## config.mk

```make
export PLATFORM = sky130hd
export DESIGN_NAME = ctp_fifo
export DESIGN_NICKNAME = d
export VERILOG_FILES = /design/src/ctp_pkg.sv /design/src/ctp_fifo.sv
export SDC_FILE = /design/constraint.sdc
export NUM_CORES = 1
export LEC_CHECK = 0
export BUFFER_PORTS_ARGS = -buffer_cell sky130_fd_sc_hd__buf_2
export CORE_MARGIN = 1
export CORE_UTILIZATION = 55
export CTS_CLUSTER_DIAMETER = 50
export DETAILED_ROUTE_END_ITERATION = 16
export PLACE_DENSITY = 0.83
export SLEW_MARGIN = 15
export SYNTH_ARGS = -nofsm -noshare
export SYNTH_HDL_FRONTEND = slang
export SYNTH_SLANG_ARGS = --single-unit
export TNS_END_PERCENT = 30
```

## constraint.sdc

```tcl
create_clock -name clock -period 14.13 [get_ports clock]
set_input_delay 2.826 -clock clock [delete_from_list [all_inputs] [get_ports clock]]
set_output_delay 2.826 -clock clock [all_outputs]
set_load 0.005 [all_outputs]
```

## src/ctp_pkg.sv

```systemverilog
// Shared types, constants and helper functions of the circle tangent point unit.
package ctp_pkg;

   // Operand widths of the datapath
   localparam int CoordW  = 32;             // Q15.16 coordinate
   localparam int MagW    = 33;             // |p - c|, below 2^32
   localparam int D2W     = 66;             // squared distance
   localparam int R2W     = 62;             // radius squared
   localparam int RootW   = 33;             // floor(sqrt(d2 - r2))
   localparam int RsW     = 64;             // radius * root
   localparam int NumW    = 97;             // dividend of each quotient
   localparam int QuoW    = 34;             // quotient bits resolved by the divider
   localparam int DivLat  = QuoW + 1;       // divider stages plus rounding stage
   localparam int SumW    = 37;             // signed sum before clipping

   localparam logic signed [SumW-1:0] CoordMax = 37'sd2147483647;
   localparam logic signed [SumW-1:0] CoordMin = -37'sd2147483648;

   // Classification code; equals the tangent count reported on the result
   typedef enum logic [1:0] {
      CLS_INSIDE  = 2'd0,
      CLS_ON      = 2'd1,
      CLS_OUTSIDE = 2'd2
   } class_type;

   // Register index of the configuration channel
   typedef enum logic [1:0] {
      REG_CENTER_X  = 2'd0,
      REG_CENTER_Y  = 2'd1,
      REG_RADIUS    = 2'd2,
      REG_TOLERANCE = 2'd3
   } csr_index_type;

   typedef struct packed {
      logic signed [CoordW-1:0] center_x;
      logic signed [CoordW-1:0] center_y;
      logic [30:0]              radius;
      logic [31:0]              tolerance;
   } cfg_type;

   // Classified point handed from the front end to the back end
   typedef struct packed {
      class_type                cls;
      logic                     sx;
      logic                     sy;
      logic signed [CoordW-1:0] px;
      logic signed [CoordW-1:0] py;
      logic [MagW-1:0]          ax;
      logic [MagW-1:0]          ay;
      logic [D2W-1:0]           d2;
      logic [D2W-1:0]           excess;
   } item_type;

   // Side data that rides along with the quotients
   typedef struct packed {
      class_type                cls;
      logic                     sx;
      logic                     sy;
      logic signed [CoordW-1:0] px;
      logic signed [CoordW-1:0] py;
   } tag_type;

   // Give a magnitude the sign of its vector component
   function automatic logic signed [SumW-1:0] apply_sign(input logic [QuoW-1:0] mag,
                                                          input logic neg);
      logic signed [SumW-1:0] m;
      m = signed'({3'b000, mag});
      return neg ? -m : m;
   endfunction

   // Clip to the coordinate range; bit 32 flags a clip
   function automatic logic [CoordW:0] clip_coord(input logic signed [SumW-1:0] v);
      logic [CoordW:0] o;
      if (v > CoordMax) begin
         o = {1'b1, 32'h7FFF_FFFF};
      end else if (v < CoordMin) begin
         o = {1'b1, 32'h8000_0000};
      end else begin
         o = {1'b0, v[CoordW-1:0]};
      end
      return o;
   endfunction

endpackage

```

## src/ctp_fifo.sv

```systemverilog
// Short queue of classified points between the front end and the back end.
module ctp_fifo #(
   parameter int DEPTH = 4
) (
   input  logic              clock,
   input  logic              reset,
   input  logic              push,
   input  ctp_pkg::item_type push_data,
   output logic              full,
   input  logic              pop,
   output ctp_pkg::item_type pop_data,
   output logic              empty
);

   localparam int PtrW = (DEPTH > 1) ? $clog2(DEPTH) : 1;
   localparam int CntW = $clog2(DEPTH + 1);

   ctp_pkg::item_type mem_ff [DEPTH];
   logic [PtrW-1:0]   wr_ptr_ff, wr_ptr_in, rd_ptr_ff, rd_ptr_in;
   logic [CntW-1:0]   count_ff, count_in;

   assign full     = count_ff == CntW'(DEPTH);
   assign empty    = count_ff == '0;
   assign pop_data = mem_ff[rd_ptr_ff];

   // Advance pointers with wrap at the depth
   assign wr_ptr_in = (wr_ptr_ff == PtrW'(DEPTH - 1)) ? '0 : wr_ptr_ff + 1'b1;
   assign rd_ptr_in = (rd_ptr_ff == PtrW'(DEPTH - 1)) ? '0 : rd_ptr_ff + 1'b1;

   always_comb begin
      count_in = count_ff;
      if (push && !pop) begin
         count_in = count_ff + 1'b1;
      end else if (pop && !push) begin
         count_in = count_ff - 1'b1;
      end
   end

   always_ff @(posedge clock) begin
      if (reset) begin
         wr_ptr_ff <= '0;
         rd_ptr_ff <= '0;
         count_ff  <= '0;
      end else begin
         count_ff <= count_in;
         if (push) begin
            wr_ptr_ff <= wr_ptr_in;
         end
         if (pop) begin
            rd_ptr_ff <= rd_ptr_in;
         end
      end
   end

   always_ff @(posedge clock) begin
      if (push) begin
         mem_ff[wr_ptr_ff] <= push_data;
      end
   end

`ifndef SYNTH
   a_no_overflow: assert property (@(posedge clock) disable iff (reset)
      push |-> (count_ff < CntW'(DEPTH)))
      else $error("queue written while full");
   a_no_underflow: assert property (@(posedge clock) disable iff (reset)
      pop |-> (count_ff != '0))
      else $error("queue read while empty");
   a_count_bound: assert property (@(posedge clock) disable iff (reset)
      count_ff <= CntW'(DEPTH))
      else $error("queue count beyond depth");
`endif

endmodule

```

==> impl_metrics.yaml <==
status:
  status: "finished clean"
routing:
  first_pass_iters: 5
  routed_via_density: 5.92
  drt_iter0_drc: 1745
  drcViolationCount: 0
  num_vias: 18200
  wl_mm: 87.0
  wl_per_cell_um: 28.3
  antenna_left: 0
worst_setup_path:
  startpoint_type: "register"
  critPathMaxFanout: 101
  reg2regPathDepth: 4
  end_kind: "primary output"
  r2r_start: "wr_ptr_ff[0]$_SDFFE_PP0P_"
  cp.arrival_ns: 4.13
  crit_type: "reg -> out"
  crit_required_ns: 11.30
power_and_ir_drop:
  peakVddDrop_v: 0.000139
  power_leakage_nw: 15.3
  p_int_w: 0.00549
  seq_power_share: 0.528
  power_density_nw_per_um2: 153
  clockPowerShare: 0.395
  p_sw_w: 0.00153
  swShare: 0.218
  comb_power_share: 0.077
  p_total_w: 0.00702
sta:
  rsz0062_at_grt: "no"
  fmax_mhz: 144
  slew_violations: 0
  setup_viol: 0
  period_minus_slack_ns: 6.95
  setup_tns_ns: 0
  finClkSkew_ns: 0.0358
  worstMarginPinSlew_ns: 1.14
  fin_crit_sh: 0.492
  finalHoldViolations: 0
  max_slew_margin: 0.242
grt:
  grt_pass1_vias: 19100
  antenna_found_initial: 31
  grt_pass1_wl_mm: 123
  grt_start_max_net_pins: 145
  grtUsageTotal: 0.237
  grt-ovfl-total: 0
floorplan:
  dieHeight_um: 268
  coreArea_um2: 70000
  ios: 538
  start_util: 0.556
  rows: 97
  die_width_um: 268
  dieArea_um2: 71800
cells_and_area:
  final_common_cell: "edfxtp_1"
  fin_area_um2: 45900
  finish.utilization: 0.656
  drive_gt1_frac: 0.462
  num-fill-cells: 4205
  fin_nets: 2307
  synthToLayoutAreaGrowth_pct: 18.0
  final_cell_mix: "1064 x edfxtp_1, 537 x buf_2, 266 x mux4_2, 103 x clkbuf_16, 22 x clkinv_1"
synth:
  synth_top_area_share: 0.821
  yosysWarnings: 0
  synthDistinctLibCells: 21
  syn_area_um2: 38900
  ys_ff_latch: 1073
  synth.net_count: 1711
  synth_area_leader_cell: "edfxtp_1"
  yosys-top-cells-area: "edfxtp_1 82%, mux4_2 15%, dfxtp_1 0.46%, buf_6 0.46%, buf_8 0.42%"
  avgSynthCellArea_um2: 27.1
  ys_seq_area_frac: 0.826
  syn_inst: 1434
clock_network:
  post_cts_buffers: 0
  cts.sinks: 1073
  cts_tree: "yes"
  hold_buffers: 0
  cts_made_buffers: 103
  path_clk_slew_ns: 0.06
  insertion_delay_ns: 0.64
  ctsLongestPathBuffers: 3
  cts_resized: 0
  cts-root-buf: "clkbuf_16"
  cts_max_level: 3
placed_design:
  place_congestion: 0.807
  placedInstanceArea_um2: 42400
  io_buffers: 537
  place_hpwl_mm: 48.2
worst_hold_path:
  whs_path_depth: 2
  hold_class: "reg -> reg"
  min_from: "rd_ptr_ff[0]$_SDFFE_PP0P_"
job:
  drv_cap: 0
[power groups by stage]
stage | clock network (W) | logic [W] | registers [W]
6_report | 0.00277 | 0.000542 | 0.00371
5_1_grt | 0.00292 | 0.000575 | 0.00372
4_1_cts | 0.00280 | 0.000546 | 0.00371
3_5_place_dp | 0 | 0.000532 | 0.00377
3_3_place_gp | 0 | 0.000517 | 0.00375
2_1_floorplan | 0 | 0.000296 | 0.00378
[cells by family after synthesis]
logic type / count (synthesis) / synth area share
XOR/XNOR: 2 / 0.000450
AND/OR/NAND/NOR: 15 / 0.00199
AO/OA/AOI/OAI: 3 / 0.000386
flip-flops: 1073 / 0.826
buffers and inverters: 64 / 0.0139
adder cells (fa/ha/maj): 7 / 0.00244
multiplexers: 270 / 0.155
[state kept, by name, summed over array words and instances (netlist names), named ones only]
signal     cells
mem_ff      1064
rd_ptr_ff      2
wr_ptr_ff      2
count_ff       3
[metal layers]
layer,share of wire,track usage,vias up
li1,-,-,7468
met1,0.35,0.283,9525
met2,0.52,0.401,966
met3,0.094,0.0770,206
met4,0.034,0.0911,30
met5,0.0024,0,-
[synth_stat cells]
cell and n:
edfxtp_1 1064, mux4_2 266, buf_2 26, buf_6 16, buf_8 11, dfxtp_1 9, nor2_1 7, ha_1 6
and2_1 4, clkbuf_1 4, inv_1 4, mux2i_1 4, a21oi_1 2, buf_4 2, nor3b_1 2, xor2_1 2
buf_12 1, fa_1 1, nor3_1 1, o21ai_0 1, or3_1 1
[worst max-delay path, stage by stage, from the launching register on]
cell and delay [ns]:
dfxtp_4 0.96, buf_4 0.85, buf_12 0.60, mux4_2 0.63
buf_2 0.15
[metrics by stage]
stage / instances / worst slack, ns / hold slack [ns]
after floorplan: 1434 / 4.64 / 0.460
after global placement: 2865 / 7.71 / 0.479
after detailed placement: 2865 / 7.71 / 0.494
after CTS: 3055 / 6.97 / 0.543
after global routing: 3068 / 6.75 / 0.590
final: 3072 / 7.18 / 0.544
[cell type report]
class	instances	area (um2)	share of cell area
flip-flops and latches	1073	32100	0.700
multi-input cells	297	6250	0.136
repair buffers	551	2870	0.0625
clock buffers	117	2630	0.0573
well taps	940	1180	0.0256
clock inverters	73	802	0.0175
diodes	17	42.5	0.000926
inverters	4	15.0	0.000327
[final timing paths]
path | end | slack, ns
max | pop_data[216] | 7.18
min | register | 0.54
max reg2reg | mem_ff[2][36]$_DFFE_PP_ | 11.27
min reg2reg | register | 0.54
(Power assumes the default switching activity.)
